===== src/design/hk_pkg.sv =====
package hk_pkg;

  localparam int unsigned CodeWidth   = 16;
  localparam int unsigned TimeWidth   = 32;
  localparam int unsigned CfgWidth    = 16;
  localparam int unsigned CfgIdxWidth = 3;
  localparam int unsigned VolWidth    = 5;
  localparam int unsigned BriWidth    = 4;
  localparam int unsigned KeyValWidth = 2;

  localparam logic [VolWidth-1:0] VolumeTop     = 5'd20;
  localparam logic [BriWidth-1:0] BrightnessTop = 4'd10;

  localparam logic [CfgWidth-1:0] RepeatDelayRst    = 16'd300;
  localparam logic [CfgWidth-1:0] RepeatIntervalRst = 16'd100;
  localparam logic [CfgWidth-1:0] SleepGapRst       = 16'd1000;
  localparam logic [VolWidth-1:0] VolumeStartRst    = 5'd0;
  localparam logic [BriWidth-1:0] BrightnessStartRst = 4'd0;

  typedef enum logic [1:0] {
    CMD_FRAME_BEGIN = 2'd0,
    CMD_KEY_EVENT   = 2'd1,
    CMD_FRAME_END   = 2'd2
  } cmd_e;

  typedef enum logic [KeyValWidth-1:0] {
    KEY_RELEASED = 2'd0,
    KEY_PRESSED  = 2'd1,
    KEY_REPEAT   = 2'd2,
    KEY_OTHER    = 2'd3
  } key_val_e;

  typedef enum logic [CfgIdxWidth-1:0] {
    REG_MENU_KEY         = 3'd0,
    REG_UP_KEY           = 3'd1,
    REG_DOWN_KEY         = 3'd2,
    REG_REPEAT_DELAY     = 3'd3,
    REG_REPEAT_INTERVAL  = 3'd4,
    REG_SLEEP_GAP        = 3'd5,
    REG_VOLUME_START     = 3'd6,
    REG_BRIGHTNESS_START = 3'd7
  } cfg_idx_e;

  typedef struct packed {
    logic [1:0]             command;
    logic [TimeWidth-1:0]   time_ms;
    logic                   event_is_key;
    logic [CodeWidth-1:0]   key_code;
    logic [KeyValWidth-1:0] key_value;
  } item_t;

  typedef struct packed {
    logic [VolWidth-1:0] volume;
    logic [BriWidth-1:0] brightness;
    logic                level_changed;
  } result_t;

  typedef struct packed {
    logic [CodeWidth-1:0] menu_key_code;
    logic [CodeWidth-1:0] up_key_code;
    logic [CodeWidth-1:0] down_key_code;
    logic [CfgWidth-1:0]  repeat_delay_ms;
    logic [CfgWidth-1:0]  repeat_interval_ms;
    logic [CfgWidth-1:0]  sleep_gap_ms;
  } cfg_t;

  typedef struct packed {
    logic                vol_load;
    logic [VolWidth-1:0] vol_value;
    logic                bri_load;
    logic [BriWidth-1:0] bri_value;
  } level_load_t;

  function automatic logic [VolWidth-1:0] step_volume(logic [VolWidth-1:0] lvl,
                                                      logic raise);
    logic [VolWidth-1:0] res;
    res = lvl;
    if (raise) begin
      if (lvl < VolumeTop) res = lvl + 5'd1;
    end else if (lvl != '0) begin
      res = lvl - 5'd1;
    end
    return res;
  endfunction

  function automatic logic [BriWidth-1:0] step_brightness(logic [BriWidth-1:0] lvl,
                                                          logic raise);
    logic [BriWidth-1:0] res;
    res = lvl;
    if (raise) begin
      if (lvl < BrightnessTop) res = lvl + 4'd1;
    end else if (lvl != '0) begin
      res = lvl - 4'd1;
    end
    return res;
  endfunction

endpackage


===== src/design/hk_item_if.sv =====
interface hk_item_if;
  import hk_pkg::*;

  logic                   valid;
  logic                   ready;
  logic [1:0]             command;
  logic [TimeWidth-1:0]   time_ms;
  logic                   event_is_key;
  logic [CodeWidth-1:0]   key_code;
  logic [KeyValWidth-1:0] key_value;

  modport source (output valid, command, time_ms, event_is_key, key_code, key_value,
                  input ready);
  modport sink (input valid, command, time_ms, event_is_key, key_code, key_value,
                output ready);
endinterface

interface hk_result_if;
  import hk_pkg::*;

  logic                valid;
  logic                ready;
  logic [VolWidth-1:0] volume;
  logic [BriWidth-1:0] brightness;
  logic                level_changed;

  modport source (output valid, volume, brightness, level_changed, input ready);
  modport sink (input valid, volume, brightness, level_changed, output ready);
endinterface


===== src/design/hk_cfg_regs.sv =====
module hk_cfg_regs (
  input  logic                                clk_i,
  input  logic                                rst_ni,
  input  logic                                cfg_we_i,
  input  logic [hk_pkg::CfgIdxWidth-1:0]      cfg_index_i,
  input  logic [hk_pkg::CfgWidth-1:0]         cfg_wdata_i,
  output hk_pkg::cfg_t                        cfg_o,
  output hk_pkg::level_load_t                 load_o
);
  import hk_pkg::*;

  cfg_t cfg_q, cfg_d;

  always_comb begin
    cfg_d  = cfg_q;
    load_o = '0;
    if (cfg_we_i) begin
      case (cfg_index_i)
        REG_MENU_KEY:        cfg_d.menu_key_code      = cfg_wdata_i;
        REG_UP_KEY:          cfg_d.up_key_code        = cfg_wdata_i;
        REG_DOWN_KEY:        cfg_d.down_key_code      = cfg_wdata_i;
        REG_REPEAT_DELAY:    cfg_d.repeat_delay_ms    = cfg_wdata_i;
        REG_REPEAT_INTERVAL: cfg_d.repeat_interval_ms = cfg_wdata_i;
        REG_SLEEP_GAP:       cfg_d.sleep_gap_ms       = cfg_wdata_i;
        REG_VOLUME_START: begin
          load_o.vol_load  = 1'b1;
          load_o.vol_value = (cfg_wdata_i[VolWidth-1:0] > VolumeTop) ?
                             VolumeTop : cfg_wdata_i[VolWidth-1:0];
        end
        REG_BRIGHTNESS_START: begin
          load_o.bri_load  = 1'b1;
          load_o.bri_value = (cfg_wdata_i[BriWidth-1:0] > BrightnessTop) ?
                             BrightnessTop : cfg_wdata_i[BriWidth-1:0];
        end
        default: ;
      endcase
    end
  end

  always_ff @(posedge clk_i or negedge rst_ni) begin
    if (!rst_ni) begin
      cfg_q.menu_key_code      <= '0;
      cfg_q.up_key_code        <= '0;
      cfg_q.down_key_code      <= '0;
      cfg_q.repeat_delay_ms    <= RepeatDelayRst;
      cfg_q.repeat_interval_ms <= RepeatIntervalRst;
      cfg_q.sleep_gap_ms       <= SleepGapRst;
    end else begin
      cfg_q <= cfg_d;
    end
  end

  assign cfg_o = cfg_q;

endmodule


===== src/design/hk_level_core.sv =====
module hk_level_core (
  input  logic                clk_i,
  input  logic                rst_ni,
  input  logic                fire_i,
  input  hk_pkg::item_t       item_i,
  input  hk_pkg::cfg_t        cfg_i,
  input  hk_pkg::level_load_t load_i,
  output hk_pkg::result_t     result_o
);
  import hk_pkg::*;

  logic [VolWidth-1:0]    vol_q, vol_d;
  logic [BriWidth-1:0]    bri_q, bri_d;
  logic [KeyValWidth-1:0] menu_held_q, menu_held_d;
  logic [KeyValWidth-1:0] up_held_q, up_held_d, up_fresh_q, up_fresh_d;
  logic [KeyValWidth-1:0] dn_held_q, dn_held_d, dn_fresh_q, dn_fresh_d;
  logic [TimeWidth-1:0]   up_due_q, up_due_d, dn_due_q, dn_due_d;
  logic [TimeWidth-1:0]   frame_time_q, frame_time_d, prev_time_q, prev_time_d;
  logic                   ignore_q, ignore_d;
  logic                   up_go, dn_go;
  logic [TimeWidth-1:0]   delay_ext, interval_ext, gap_ext;

  assign delay_ext    = {{(TimeWidth-CfgWidth){1'b0}}, cfg_i.repeat_delay_ms};
  assign interval_ext = {{(TimeWidth-CfgWidth){1'b0}}, cfg_i.repeat_interval_ms};
  assign gap_ext      = {{(TimeWidth-CfgWidth){1'b0}}, cfg_i.sleep_gap_ms};

  always_comb begin
    vol_d        = vol_q;
    bri_d        = bri_q;
    menu_held_d  = menu_held_q;
    up_held_d    = up_held_q;
    up_fresh_d   = up_fresh_q;
    up_due_d     = up_due_q;
    dn_held_d    = dn_held_q;
    dn_fresh_d   = dn_fresh_q;
    dn_due_d     = dn_due_q;
    frame_time_d = frame_time_q;
    prev_time_d  = prev_time_q;
    ignore_d     = ignore_q;
    up_go        = 1'b0;
    dn_go        = 1'b0;

    if (fire_i) begin
      case (item_i.command)
        CMD_FRAME_BEGIN: begin
          frame_time_d = item_i.time_ms;
          if ((item_i.time_ms - prev_time_q) > gap_ext) ignore_d = 1'b1;
        end
        CMD_KEY_EVENT: begin
          if (!ignore_q && item_i.event_is_key && (item_i.key_value != KEY_OTHER)) begin
            if (item_i.key_code == cfg_i.menu_key_code) begin
              menu_held_d = item_i.key_value;
            end else if (item_i.key_code == cfg_i.up_key_code) begin
              up_held_d  = item_i.key_value;
              up_fresh_d = item_i.key_value;
              if (item_i.key_value != KEY_RELEASED) up_due_d = frame_time_q + delay_ext;
            end else if (item_i.key_code == cfg_i.down_key_code) begin
              dn_held_d  = item_i.key_value;
              dn_fresh_d = item_i.key_value;
              if (item_i.key_value != KEY_RELEASED) dn_due_d = frame_time_q + delay_ext;
            end
          end
        end
        CMD_FRAME_END: begin
          // An ignored frame drops all key state, so nothing steps below.
          if (ignore_q) begin
            menu_held_d = '0;
            up_held_d   = '0;
            up_fresh_d  = '0;
            up_due_d    = '0;
            dn_held_d   = '0;
            dn_fresh_d  = '0;
            dn_due_d    = '0;
          end
          up_go = (up_fresh_d != '0) ||
                  ((up_held_d != '0) && (frame_time_q >= up_due_d));
          if (up_go) begin
            if (menu_held_d != '0) bri_d = step_brightness(bri_d, 1'b1);
            else vol_d = step_volume(vol_d, 1'b1);
            if (up_fresh_d != '0) up_fresh_d = '0;
            else up_due_d = up_due_d + interval_ext;
          end
          dn_go = (dn_fresh_d != '0) ||
                  ((dn_held_d != '0) && (frame_time_q >= dn_due_d));
          if (dn_go) begin
            if (menu_held_d != '0) bri_d = step_brightness(bri_d, 1'b0);
            else vol_d = step_volume(vol_d, 1'b0);
            if (dn_fresh_d != '0) dn_fresh_d = '0;
            else dn_due_d = dn_due_d + interval_ext;
          end
          prev_time_d = frame_time_q;
          ignore_d    = 1'b0;
        end
        default: ;
      endcase
    end

    if (load_i.vol_load) vol_d = load_i.vol_value;
    if (load_i.bri_load) bri_d = load_i.bri_value;
  end

  always_ff @(posedge clk_i or negedge rst_ni) begin
    if (!rst_ni) begin
      vol_q        <= VolumeStartRst;
      bri_q        <= BrightnessStartRst;
      menu_held_q  <= '0;
      up_held_q    <= '0;
      up_fresh_q   <= '0;
      up_due_q     <= '0;
      dn_held_q    <= '0;
      dn_fresh_q   <= '0;
      dn_due_q     <= '0;
      frame_time_q <= '0;
      prev_time_q  <= '0;
      ignore_q     <= 1'b0;
    end else begin
      vol_q        <= vol_d;
      bri_q        <= bri_d;
      menu_held_q  <= menu_held_d;
      up_held_q    <= up_held_d;
      up_fresh_q   <= up_fresh_d;
      up_due_q     <= up_due_d;
      dn_held_q    <= dn_held_d;
      dn_fresh_q   <= dn_fresh_d;
      dn_due_q     <= dn_due_d;
      frame_time_q <= frame_time_d;
      prev_time_q  <= prev_time_d;
      ignore_q     <= ignore_d;
    end
  end

  assign result_o.volume        = vol_d;
  assign result_o.brightness    = bri_d;
  assign result_o.level_changed = (vol_d != vol_q) || (bri_d != bri_q);

endmodule


===== src/design/hotkey_level_autorepeat.sv =====
// Hotkey level controller with typematic auto repeat for volume and brightness.
// Items arrive on the in_i channel: frame begin (carries the millisecond time),
// key event, and frame end. Every accepted item produces exactly one result on
// the out_o channel with the current volume, brightness and a flag that tells
// whether this item changed a level.
// The block has an input register and a result register. An accepted item is
// held in the input register; its result is computed from it and is written
// to the result register when out_o is not stalled, and is offered from there.
// One item can be accepted in every cycle while out_o is not stalled.
// The level state and the result are updated in one pass of logic between the
// two registers.
// When the receiver stalls, the result is held and the input register still
// takes one more item; after that in_i.ready drops until out_o is taken.
// Configuration registers are written through cfg_we_i, cfg_index_i and
// cfg_wdata_i; the user must write only while no item is in flight, as the
// block does not enforce it. A start level loads at once, clamped to its top.
// Reset empties both registers, clears key state and times, and loads the
// default delays and start levels.
module hotkey_level_autorepeat (
  input  logic                           clk_i,
  input  logic                           rst_ni,
  hk_item_if.sink                        in_i,
  hk_result_if.source                    out_o,
  input  logic                           cfg_we_i,
  input  logic [hk_pkg::CfgIdxWidth-1:0] cfg_index_i,
  input  logic [hk_pkg::CfgWidth-1:0]    cfg_wdata_i
);
  import hk_pkg::*;

  cfg_t        cfg;
  level_load_t load;
  item_t       item_q;
  logic        item_valid_q;
  result_t     result_q, result_d;
  logic        out_valid_q;
  logic        advance, fire;

  assign advance  = !out_valid_q || out_o.ready;
  assign fire     = item_valid_q && advance;
  assign in_i.ready = !item_valid_q || advance;

  hk_cfg_regs u_cfg (
    .clk_i       (clk_i),
    .rst_ni      (rst_ni),
    .cfg_we_i    (cfg_we_i),
    .cfg_index_i (cfg_index_i),
    .cfg_wdata_i (cfg_wdata_i),
    .cfg_o       (cfg),
    .load_o      (load)
  );

  hk_level_core u_core (
    .clk_i    (clk_i),
    .rst_ni   (rst_ni),
    .fire_i   (fire),
    .item_i   (item_q),
    .cfg_i    (cfg),
    .load_i   (load),
    .result_o (result_d)
  );

  always_ff @(posedge clk_i or negedge rst_ni) begin
    if (!rst_ni) begin
      item_valid_q <= 1'b0;
      out_valid_q  <= 1'b0;
    end else begin
      if (in_i.ready) item_valid_q <= in_i.valid;
      if (advance) out_valid_q <= item_valid_q;
    end
  end

  always_ff @(posedge clk_i) begin
    if (in_i.valid && in_i.ready) begin
      item_q.command      <= in_i.command;
      item_q.time_ms      <= in_i.time_ms;
      item_q.event_is_key <= in_i.event_is_key;
      item_q.key_code     <= in_i.key_code;
      item_q.key_value    <= in_i.key_value;
    end
    if (fire) result_q <= result_d;
  end

  assign out_o.valid         = out_valid_q;
  assign out_o.volume        = result_q.volume;
  assign out_o.brightness    = result_q.brightness;
  assign out_o.level_changed = result_q.level_changed;

endmodule

===== src/flat_wrapper.sv =====
// flat-port wrapper written by rule: the top's interface ports become plain ports
module hotkey_level_autorepeat_flat import hk_pkg::*;
  (clk_i, rst_ni, cfg_we_i, cfg_index_i, cfg_wdata_i, in_i_valid, in_i_command, in_i_time_ms, in_i_event_is_key, in_i_key_code, in_i_key_value, in_i_ready, out_o_valid, out_o_volume, out_o_brightness, out_o_level_changed, out_o_ready);
  hk_item_if in_i_i ();
  hk_result_if out_o_i ();
  input  logic clk_i;
  input  logic rst_ni;
  input  logic cfg_we_i;
  input  logic [hk_pkg::CfgIdxWidth-1:0] cfg_index_i;
  input  logic [hk_pkg::CfgWidth-1:0] cfg_wdata_i;
  input wire logic [$bits(in_i_i.valid)-1:0] in_i_valid;
  input wire logic [$bits(in_i_i.command)-1:0] in_i_command;
  input wire logic [$bits(in_i_i.time_ms)-1:0] in_i_time_ms;
  input wire logic [$bits(in_i_i.event_is_key)-1:0] in_i_event_is_key;
  input wire logic [$bits(in_i_i.key_code)-1:0] in_i_key_code;
  input wire logic [$bits(in_i_i.key_value)-1:0] in_i_key_value;
  output wire logic [$bits(in_i_i.ready)-1:0] in_i_ready;
  output wire logic [$bits(out_o_i.valid)-1:0] out_o_valid;
  output wire logic [$bits(out_o_i.volume)-1:0] out_o_volume;
  output wire logic [$bits(out_o_i.brightness)-1:0] out_o_brightness;
  output wire logic [$bits(out_o_i.level_changed)-1:0] out_o_level_changed;
  input wire logic [$bits(out_o_i.ready)-1:0] out_o_ready;
  assign in_i_i.valid = in_i_valid;
  assign in_i_i.command = in_i_command;
  assign in_i_i.time_ms = in_i_time_ms;
  assign in_i_i.event_is_key = in_i_event_is_key;
  assign in_i_i.key_code = in_i_key_code;
  assign in_i_i.key_value = in_i_key_value;
  assign in_i_ready = in_i_i.ready;
  assign out_o_valid = out_o_i.valid;
  assign out_o_volume = out_o_i.volume;
  assign out_o_brightness = out_o_i.brightness;
  assign out_o_level_changed = out_o_i.level_changed;
  assign out_o_i.ready = out_o_ready;
  hotkey_level_autorepeat u_core (.clk_i(clk_i), .rst_ni(rst_ni), .in_i(in_i_i), .out_o(out_o_i), .cfg_we_i(cfg_we_i), .cfg_index_i(cfg_index_i), .cfg_wdata_i(cfg_wdata_i));
endmodule

===== config.mk =====
export PLATFORM = sky130hd
export DESIGN_NAME = hotkey_level_autorepeat_flat
export DESIGN_NICKNAME = d
export VERILOG_FILES = /design/src/design/hk_pkg.sv /design/src/design/hk_item_if.sv /design/src/design/hk_cfg_regs.sv /design/src/design/hk_level_core.sv /design/src/design/hotkey_level_autorepeat.sv /design/src/flat_wrapper.sv
export SDC_FILE = /design/constraint.sdc
export NUM_CORES = 1
export LEC_CHECK = 0
export BUFFER_PORTS_ARGS = -buffer_cell sky130_fd_sc_hd__buf_2
export CAP_MARGIN = 20
export CORE_ASPECT_RATIO = 1.75
export CORE_MARGIN = 2
export CORE_UTILIZATION = 51
export DETAILED_ROUTE_END_ITERATION = 12
export GPL_ROUTABILITY_DRIVEN = 0
export PLACE_DENSITY = 0.68
export SLEW_MARGIN = 40
export SYNTH_ARGS = -nofsm -noshare
export SYNTH_HDL_FRONTEND = slang
export SYNTH_SLANG_ARGS = --single-unit

===== constraint.sdc =====
create_clock -name clk_i -period 12.88 [get_ports clk_i]
set_input_delay 2.576 -clock clk_i [delete_from_list [all_inputs] [get_ports clk_i]]
set_output_delay 2.576 -clock clk_i [all_outputs]
set_load 0.005 [all_outputs]

======== Word-level counts from Yosys, hierarchy flattened ========
Cells that the tools add are included.
cells by class
  order comparisons ....................... 7
  add/sub/neg operators ................... 8
  equality and inequality tests ........... 23
  muxes and demuxes ....................... 82
  reductions and logical operators ........ 40
operator list
  cell                                            count
  two-way mux 32 bit                              18
  case mux 32 bit (2 select lines)                2
  adder 32 x 16 -> 32 bit                         3
  two-way mux 5 bit                               13
  greater-or-equal comparator 32 bit              2
  two-way mux 2 bit                               28
  == test 16 bit                                  3
  two-way mux 4 bit                               12
  > comparator 32 x 16 -> 1 bit                   1
  subtractor 32 bit                               1
  case mux 2 bit (2 select lines)                 5
  != test 2 bit (second input constant)           9
  AND reduction 2 bit                             8
  nonzero test 2 bit                              8
  == test 3 bit (second input constant)           4
  AND reduction 6 bit                             2
  two-way mux 11 bit                              1
  AND reduction 7 bit                             1
  == test 3 x 2 -> 1 bit (second input constant)  2
  logical AND 1 bit                               6
  two-way mux 6 bit                               1
  adder 5 x 1 -> 5 bit (second input constant)    1
  > comparator 5 bit (second input constant)      1
  logical OR 1 bit                                5
  other kinds (21)                                23
storage, ports and cells
  word-level logic and storage cells ...... 188
  output and inout bits ................... 12
  bits of input ports ..................... 77
  bits in registers ....................... 309

======== Longest topological paths before layout ========
Gate-level depths: netlist (run 1).
  depth after elaboration ................. 19
  depth in mapped cells ................... 25
  gate-level depth less buffers ........... 25

======== Cells and area by module ========
A second synthesis (run 1) with hierarchy kept.
unflattened totals
  cells, all modules ...................... 2,186
  area total of the unflattened synthesis .. 20,593.5 sq um
by module, submodules not included
  module                   cells each  sequential area each (sq um)  times used  area each (sq um)
  hk_level_core            1,885       3,703.6                       1           14,811.7
  hk_cfg_regs              230         2,418.6                       1           3,786.1
  hotkey_level_autorepeat  71          1,941.9                       1           1,995.7

======== Least setup slack after synthesis (run 1) ========
Ideal clock, no wire load.
  path kind ............................... in2out
  start ................................... input port out_o_ready
  end ..................................... output port in_i_ready
  buffers on the path ..................... 0
  setup slack ............................. 7.554 ns
  arrival time ............................ 2.750 ns
  cell stages on the path ................. 1
  required time ........................... 10.304 ns
  cells stage by stage .................... nand3b_1
on the way
  longest elaborated chain between the ends .. 2
ends and longest elaborated chain
  element             RTL line                       text
  start: declaration  flat_wrapper.sv:22             input wire logic [$bits(out_o_i.ready)-1:0] out_o_ready;
  logical OR 1 bit    hotkey_level_autorepeat.sv:38  assign advance = !out_valid_q || out_o.ready;
  logical OR 1 bit    hotkey_level_autorepeat.sv:40  assign in_i.ready = !item_valid_q || advance;
  end: declaration    flat_wrapper.sv:17             output wire logic [$bits(in_i_i.ready)-1:0] in_i_ready;
No other way between the ends.

==> results.md, run 1 <==
* Slew at the pin closest to its max-slew limit at 0.956 ns
* HPWL after detailed placement at 46.6 mm
* Reported max-cap violation count at 0
* Endpoint type of the worst setup path: flop
* Power Density at 194 nW/um^2
* Post-route DRC at 0
* Setup Skew at 0.0215 ns
* Share of final-layout standard cells stronger than drive strength 1 at 14.9%
* Worst path required time at around 13 ns
* Total vias in the final route at 17.1k
* Hold Buf Count CTS at 0
* Count of pins on the block boundary at between 80 and 90
* Vias in the first global route at 17.5k
* Number of antenna violations at the first check in global routing at 0
* Drt first pass iters at 6
* Internal reg-to-reg setup slack at 7.12 ns
* Max VDD drop at 0.000132 V
* Crit Path Category: reg2reg
* Maximum fanout along the worst path at 65
* Routed via count divided by cell count at 6.25
* Summed negative setup slack over all endpoints at 0 ns
* Element type at the critical path start: flop
* Leading post-synthesis cells by instance count: sky130_fd_sc_hd__nand2_1 (237), sky130_fd_sc_hd__dfrtp_1 (233), sky130_fd_sc_hd__ha_1 (164)
* Syn nets at 2401
* Register area at 8060 um^2
* Final setup violation count at 0
* Cell count after synthesis at 2156
* Final hold violation count at 0
* Overall die height at 268 um
* RSZ-0062 raised after global routing: false
* Pwr Total at 4320 uW
* Slowest library cell on the worst path: sky130_fd_sc_hd__buf_4
* Number of warnings issued by yosys at 0
* Pin count of the biggest net entering global routing at 72
* CTS HTree Levels at 1
* Path depth of the worst reg2reg path at 18
* Worst hold path class: reg2reg
* Net count of the finished layout at 2464
* Number of antenna repair diodes at 0
* DRT iter0 DRCs at 946
* Placement Rows at 96
* Clk pin slew, worst setup/hold paths at 0.07 ns
* Most common cell in the netlist: sky130_fd_sc_hd__nand2_1
* Post-Route WL at just over 60 mm
* Async set-or-reset flop fraction in the synthesized netlist at about 80%
* # clock sinks at 309
* Slew headroom at 35.8%
* Fill cell total of the finished layout at 3509
* Placeable Area at 39200 um^2
* Post-CTS sizing at 0
* Total track usage at around 30%
* Slew Limit Fails at 0
* Synth area leader: sky130_fd_sc_hd__dfrtp_1
* Most frequently used flop master after synthesis: sky130_fd_sc_hd__dfrtp_1
* Area fraction of the dominant cell type after synthesis at 28.8%
* Flip-flop and latch count after synthesis at 309
* Buffers on Ports at 88
* Clock latency reported for the late side of the worst-skew pair at 0.60 ns
* Congestion Overflow GR at 0
* Number of enable flip-flop cells after synthesis at 63
* Cell breakdown of the critical path: inv_2, buf_4, nand2_1, ha_1, a21oi_2, a21boi_2, a2111oi_4, o311ai_1, a221o_2, and3_1, a22oi_1, ha_1, o211ai_1, nor4_1, a21oi_1, nor2_1, nor3_1, o31ai_1
* Wire length of the first global-routing pass at 95.5 mm
* Post-synthesis cell area at 20300 um^2
* Number of antenna-violating nets in the routed design at 0
* CTS Root Buffer Type: sky130_fd_sc_hd__clkbuf_16
* Worst Hold Depth at 2
* Run status: finished, final reports clean
* Distinct cell type count of the synthesized netlist at 86
* Area growth from synthesis to layout at 10.0%
* Most prevalent standard cell on the critical path: sky130_fd_sc_hd__ha_1
* CP peak stage delay at 0.62 ns
* Leakage power figure at 0.00969 uW
* Post-route fraction of the period consumed by the critical path at 44.7%
* Effective utilization at floorplan at 51.7%
* Synth area leaders: sky130_fd_sc_hd__dfrtp_1 (29%), sky130_fd_sc_hd__ha_1 (10%), sky130_fd_sc_hd__edfxtp_1 (9.3%)
* Clock buffer count from CTS at 30
* Multi-input gate area in the final layout at 11500 um^2
* Area of the die at about 41000 um^2
* Longest Clk Path Bufs at 3
* Mean instance size in the synthesized netlist at 9.39 um^2
* Clock tree from TritonCTS: yes
* Sequential area share after synthesis at around two fifths
* Period minus WS final at 5.76 ns
* Detail-routed net length per standard cell at 22.5 um
* Setup bufs post-CTS at 0
* Fmax achieved at roughly 170 MHz
* Die width at 155 um
* Worst path arrival time at 6.08 ns
through the flow:
| step | hold WS (ns) | cells | setup WS (ns) | area, um^2 | util (%) |
|---|---|---|---|---|---|
| final | 0.486 | 2733 | 7.12 | 22300 | 56.9 |
| after global routing | 0.518 | 2733 | 6.73 | 22300 | 56.9 |
| after CTS | 0.486 | 2732 | 7.21 | 22300 | 56.8 |
| after detailed placement | 0.471 | 2676 | 7.27 | 21300 | 54.4 |
| after global placement | 0.464 | 2670 | 7.24 | 21200 | 54.2 |
| after floorplan | 0.449 | 2156 | 7.55 | 20300 | - |
placed cells by master, fill, tap and decap left out, drive strengths merged, types with 15 or more instances in the layout:
master,netlist,layout
nand2,237,237
dfrtp,233,233
o21ai,166,166
ha,164,164
a21oi,139,139
inv,138,138
mux2,129,129
nor2,129,129
buf,9,112
xnor2,94,94
edfxtp,63,63
nand3,58,58
nor3,43,43
nand4,41,41
clkbuf,72,40
xor2,34,34
a21o,30,30
nor2b,27,27
nand2b,26,26
and3,21,21
a31oi,21,21
o21a,18,18
a211oi,18,18
or3,17,17
nor4,15,15
and2,15,15
worst max-delay path: cells and delay by family, from the launching register on:
family / cells / cell delay (ns)
AO/OA/AOI/OAI: 9 / 2.43
AND/OR/NAND/NOR: 5 / 0.98
buffers and inverters: 2 / 0.87
adder cells (fa/ha/maj): 2 / 0.61
flip-flops: 1 / 0.57
routing by layer:
layer	vias to the layer above	part of all wire, %	global-route usage, %	routed length, um
met4	0	9.5	23.7	5840
li1	7900	-	-	-
met5	-	0	0	0
met3	273	5.5	3.67	3360
met1	8274	34	30.8	20900
met2	639	51	54.2	31400
final cells by class:
cell class	count	area share, %
flip-flops and latches	309	36.2
repair buffers	112	3.04
clock buffers	40	3.63
clock inverters	16	0.663
well taps	490	2.75
multi-input cells	1628	51.4
inverters	138	2.32
sequential cells by signal, summed over array words and instances, names as in the netlist:
name / cells
u_core.item_q: 53
u_core.u_core.ignore_q: 1
u_core.u_core.dn_fresh_q: 2
u_core.u_cfg.cfg_o: 96
u_core.u_core.prev_time_q: 32
u_core.u_core.up_fresh_q: 2
u_core.u_core.up_held_q: 2
u_core.u_core.dn_held_q: 2
u_core.u_core.bri_q: 4
u_core.out_o.volume: 5
u_core.u_core.dn_due_q: 32
u_core.item_valid_q: 1
u_core.u_core.frame_time_q: 32
u_core.out_o.level_changed: 1
u_core.u_core.menu_held_q: 2
u_core.u_core.up_due_q: 32
u_core.out_o.valid: 1
u_core.u_core.vol_q: 5
u_core.out_o.brightness: 4
power by group:
part	switching, uW	leakage, uW	total, uW	internal [uW]
logic	1090	0.00566	1900	801
clock network	405	0.000451	871	465
registers	290	0.00358	1550	1260
logic make-up (layout without fill, tap and decap cells):
family,count (synthesis),after routing,share of synthesized area [%]
multiplexers,143,143,7.88
AO/OA/AOI/OAI,528,528,16.5
buffers and inverters,219,306,4.11
flip-flops,309,309,39.8
AND/OR/NAND/NOR,661,661,15.6
adder cells (fa/ha/maj),168,168,10.5
XOR/XNOR,128,128,5.53
path summary, 6_finish.rpt:
kind / start / endpoint
max: u_core.u_core.ignore_q / u_core.out_o.brightness[2]
min reg2reg: u_core.u_core.up_due_q[9] / u_core.u_core.up_due_q[9]
max in group asynchronous: rst_ni / u_core.u_cfg.cfg_o[92]
max reg2reg: u_core.u_core.ignore_q / u_core.out_o.brightness[2]
min in group asynchronous: rst_ni / u_core.u_cfg.cfg_o[25]
min: u_core.u_core.up_due_q[9] / u_core.u_core.up_due_q[9]
(Power assumes the default switching activity.)
==> run 2, diff against run 1 <==
Clock period 12.88 ns to 5.3 ns, I/O delays scaled along.
==> results.md, run 2 (synthesis results as in run 1) <==
* Post-route fraction of the period consumed by the critical path at 95.0% (was 44.7%)
* Cell breakdown of the critical path: inv_1, ha_1, inv_1, fa_1, a21oi_1, nor2b_1, a311o_1, and2_1, a21o_1, a21oi_1, xnor2_1, ha_1, nor2b_1, o21ai_0, a21oi_1, nor3_1, o21ai_0, o21ai_1, nand4_1, nor4_1, o2111ai_1, o31ai_2, a21oi_1 (was inv_2, buf_4, nand2_1, ha_1, a21oi_2, a21boi_2, a2111oi_4, o311ai_1, a221o_2, and3_1, a22oi_1, ha_1, o211ai_1, nor4_1, a21oi_1, nor2_1, nor3_1, o31ai_1)
* Leakage power figure at 0.00991 uW (was 0.00969 uW)
* Worst path required time at 5.76 ns (was 13.20 ns)
* Total track usage at 30.7% (was 29.8%)
* Fmax achieved at 199 MHz (was 174 MHz)
* Placeable Area at 39200 um^2 (unchanged)
* Count of pins on the block boundary at 89 (unchanged)
* Most used routing layer: met2 (unchanged)
* Post-route cell area at 22600 um^2 (was 22300 um^2)
* Crit Path Category: reg2reg (unchanged)
* Number of flip-flops in the largest register at 96 (unchanged)
* Drt first pass iters at 7 (was 6)
* Endpoint of the most critical setup path: u_core.u_core.ignore_q (was u_core.out_o.brightness[2])
* Effective utilization at floorplan at 51.7% (unchanged)
* Final hold violation count at 0 (unchanged)
* Buffers on Ports at 88 (unchanged)
* Met3 usage at 4.09% (was 3.67%)
* Run status: finished, final reports clean (unchanged)
* Area of the die at 41400 um^2 (unchanged)
* Path depth of the worst reg2reg path at 23 (was 18)
* Area growth from synthesis to layout at 11.8% (was 10.0%)
* Clock tree from TritonCTS: yes (unchanged)
* Slew Limit Fails at 0 (unchanged)
* Grt met2 use at 56.4% (was 54.2%)
* Clock buffer count from CTS at 31 (was 30)
* Worst hold margin at 0.482 ns (was 0.486 ns)
* Post-route DRC at 0 (unchanged)
* DP Area at 21400 um^2 (was 21300 um^2)
* Worst hold path class: reg2reg (unchanged)
* # clock sinks at 309 (unchanged)
* Fill cell total of the finished layout at 3461 (was 3509)
* Number of antenna repair diodes at 0 (unchanged)
* Max VDD drop at 0.000340 V (was 0.000132 V)
* CTS HTree Levels at 1 (unchanged)
* Setup bufs post-CTS at 0 (unchanged)
* Maximum fanout along the worst path at 3 (was 65)
* Period minus WS final at 5.03 ns (was 5.76 ns)
* Power Density at 487 nW/um^2 (was 194 nW/um^2)
* DRT iter0 DRCs at 947 (was 946)
* Die width at 155 um (unchanged)
* Clock latency reported for the late side of the worst-skew pair at 0.61 ns (was 0.60 ns)
* Internal reg-to-reg setup slack at 0.27 ns (was 7.12 ns)
* Vias in the first global route at 17.9k (was 17.5k)
* Post-Route WL at 63.4 mm (was 61.6 mm)
* Net count of the finished layout at 2486 (was 2464)
* Slew at the pin closest to its max-slew limit at 0.865 ns (was 0.956 ns)
* Clk pin slew, worst setup/hold paths at 0.07 ns (about the same)
* Reported max-cap violation count at 0 (unchanged)
* Element type at the critical path start: flop (unchanged)
* Total vias in the final route at 17.2k (was 17.1k)
* Final cell count without fillers at 2756 (was 2733)
* CP Launch Point: u_core.item_q[19] (was u_core.u_core.ignore_q)
* Overall die height at 268 um (unchanged)
* Setup Skew at 0.00977 ns (was 0.0215 ns)
* Endpoint type of the worst setup path: flop (unchanged)
* Critical R2R Launch: u_core.item_q[19] (was u_core.u_core.ignore_q)
* Most frequent cells in the layout: sky130_fd_sc_hd__nand2_1 (236), sky130_fd_sc_hd__dfrtp_1 (233), sky130_fd_sc_hd__ha_1 (164), sky130_fd_sc_hd__o21ai_0 (159) (was sky130_fd_sc_hd__nand2_1 (235), sky130_fd_sc_hd__dfrtp_1 (233), sky130_fd_sc_hd__ha_1 (164), sky130_fd_sc_hd__o21ai_0 (159), sky130_fd_sc_hd__inv_1 (137))
* Placement Rows at 96 (unchanged)
* Slew headroom at 41.8% (was 35.8%)
* Routed via count divided by cell count at 6.26 (was 6.25)
* CTS Root Buffer Type: sky130_fd_sc_hd__clkbuf_16 (unchanged)
* HPWL after detailed placement at 48.2 mm (was 46.6 mm)
* Worst path arrival time at 5.50 ns (was 6.08 ns)
* Share of final-layout standard cells stronger than drive strength 1 at 16.1% (was 14.9%)
* DP Cell Count at 2698 (was 2676)
* Longest Clk Path Bufs at 3 (unchanged)
* Detail-routed net length per standard cell at 23.0 um (was 22.5 um)
* Congestion Overflow GR at 0 (unchanged)
* Slowest library cell on the worst path: sky130_fd_sc_hd__fa_1 (was sky130_fd_sc_hd__buf_4)
* Summed negative setup slack over all endpoints at 0 ns (unchanged)
* Most prevalent standard cell on the critical path: sky130_fd_sc_hd__a21oi_1 (was sky130_fd_sc_hd__ha_1)
* Number of antenna-violating nets in the routed design at 0 (unchanged)
* Leading cell type in the layout, fill and taps excluded: sky130_fd_sc_hd__nand2_1 (unchanged)
* Reg-to-reg critical path endpoint: u_core.u_core.ignore_q (was u_core.out_o.brightness[2])
* Final setup violation count at 0 (unchanged)
* Worst Hold Depth at 2 (unchanged)
* Wire length of the first global-routing pass at 98.0 mm (was 95.5 mm)
* Pin count of the biggest net entering global routing at 96 (was 72)
* Number of antenna violations at the first check in global routing at 0 (unchanged)
* CP peak stage delay at 0.41 ns (was 0.62 ns)
* Met1 track utilization from global routing at 30.3% (was 30.8%)
-- run 2: critical path, delay by kind of cell, from the launching register on --
family / cells / cell delay (ns)
XOR/XNOR: 1 / 0.18
adder cells (fa/ha/maj): 3 / 0.89
AND/OR/NAND/NOR: 6 / 1.08
buffers and inverters: 2 / 0.16
AO/OA/AOI/OAI: 11 / 2.24
flip-flops: 1 / 0.36
-- run 2: worst min path at each step --
stage / to / slack (ns) / startpoint
final: u_core.u_core.up_due_q[3] / 0.48 / u_core.u_core.up_due_q[3]
after global routing: u_core.u_core.up_due_q[3] / 0.50 / u_core.u_core.up_due_q[3]
after CTS: u_core.u_core.up_due_q[3] / 0.48 / u_core.u_core.up_due_q[3]
after detailed placement: u_core.u_core.up_due_q[3] / 0.47 / u_core.u_core.up_due_q[3]
after global placement: u_core.u_core.up_due_q[3] / 0.46 / u_core.u_core.up_due_q[3]
after floorplan: u_core.u_core.up_due_q[3] / 0.45 / u_core.u_core.up_due_q[3]
-- run 2: timing repair --
item                                    in CTS  in global routing
resized for setup                            1                  2
hold buffers                                 0                  0
endpoints found under the setup margin       1                  1
-- run 2: final cells by class --
class	instances	area, um^2	share of cell area [%]
clock inverter	18	283	1.25
timing repair buffer	133	821	3.62
inverter	138	518	2.29
sequential	309	8060	35.6
multi-input combinational	1628	11500	50.6
tap	490	613	2.71
clock buffer	40	891	3.93
-- run 2: stage by stage --
stage	setup slack (ns)	utilization, %	total power, uW
floorplan	0.125	-	6890
global placement	0.0788	54.7	8240
detailed placement	0.0191	54.8	8410
CTS	0.223	57.8	11000
global route	-0.0375	57.8	11700
finish	0.267	57.8	11000
-- run 2: where the power goes --
| group | internal, uW | leakage (uW) | switching [uW] | total, uW |
|---|---|---|---|---|
| registers | 3070 | 0.00358 | 699 | 3770 |
| logic | 1990 | 0.00575 | 2760 | 4750 |
| clock network | 1490 | 0.000572 | 1020 | 2510 |
-- run 2: metal layers --
layer	vias to the layer above	wire, um	share of wire [%]
li1	7958	-	-
met1	8383	21400	34
met2	605	32800	52
met3	294	2860	4.5
met4	0	6360	10
met5	-	0	0
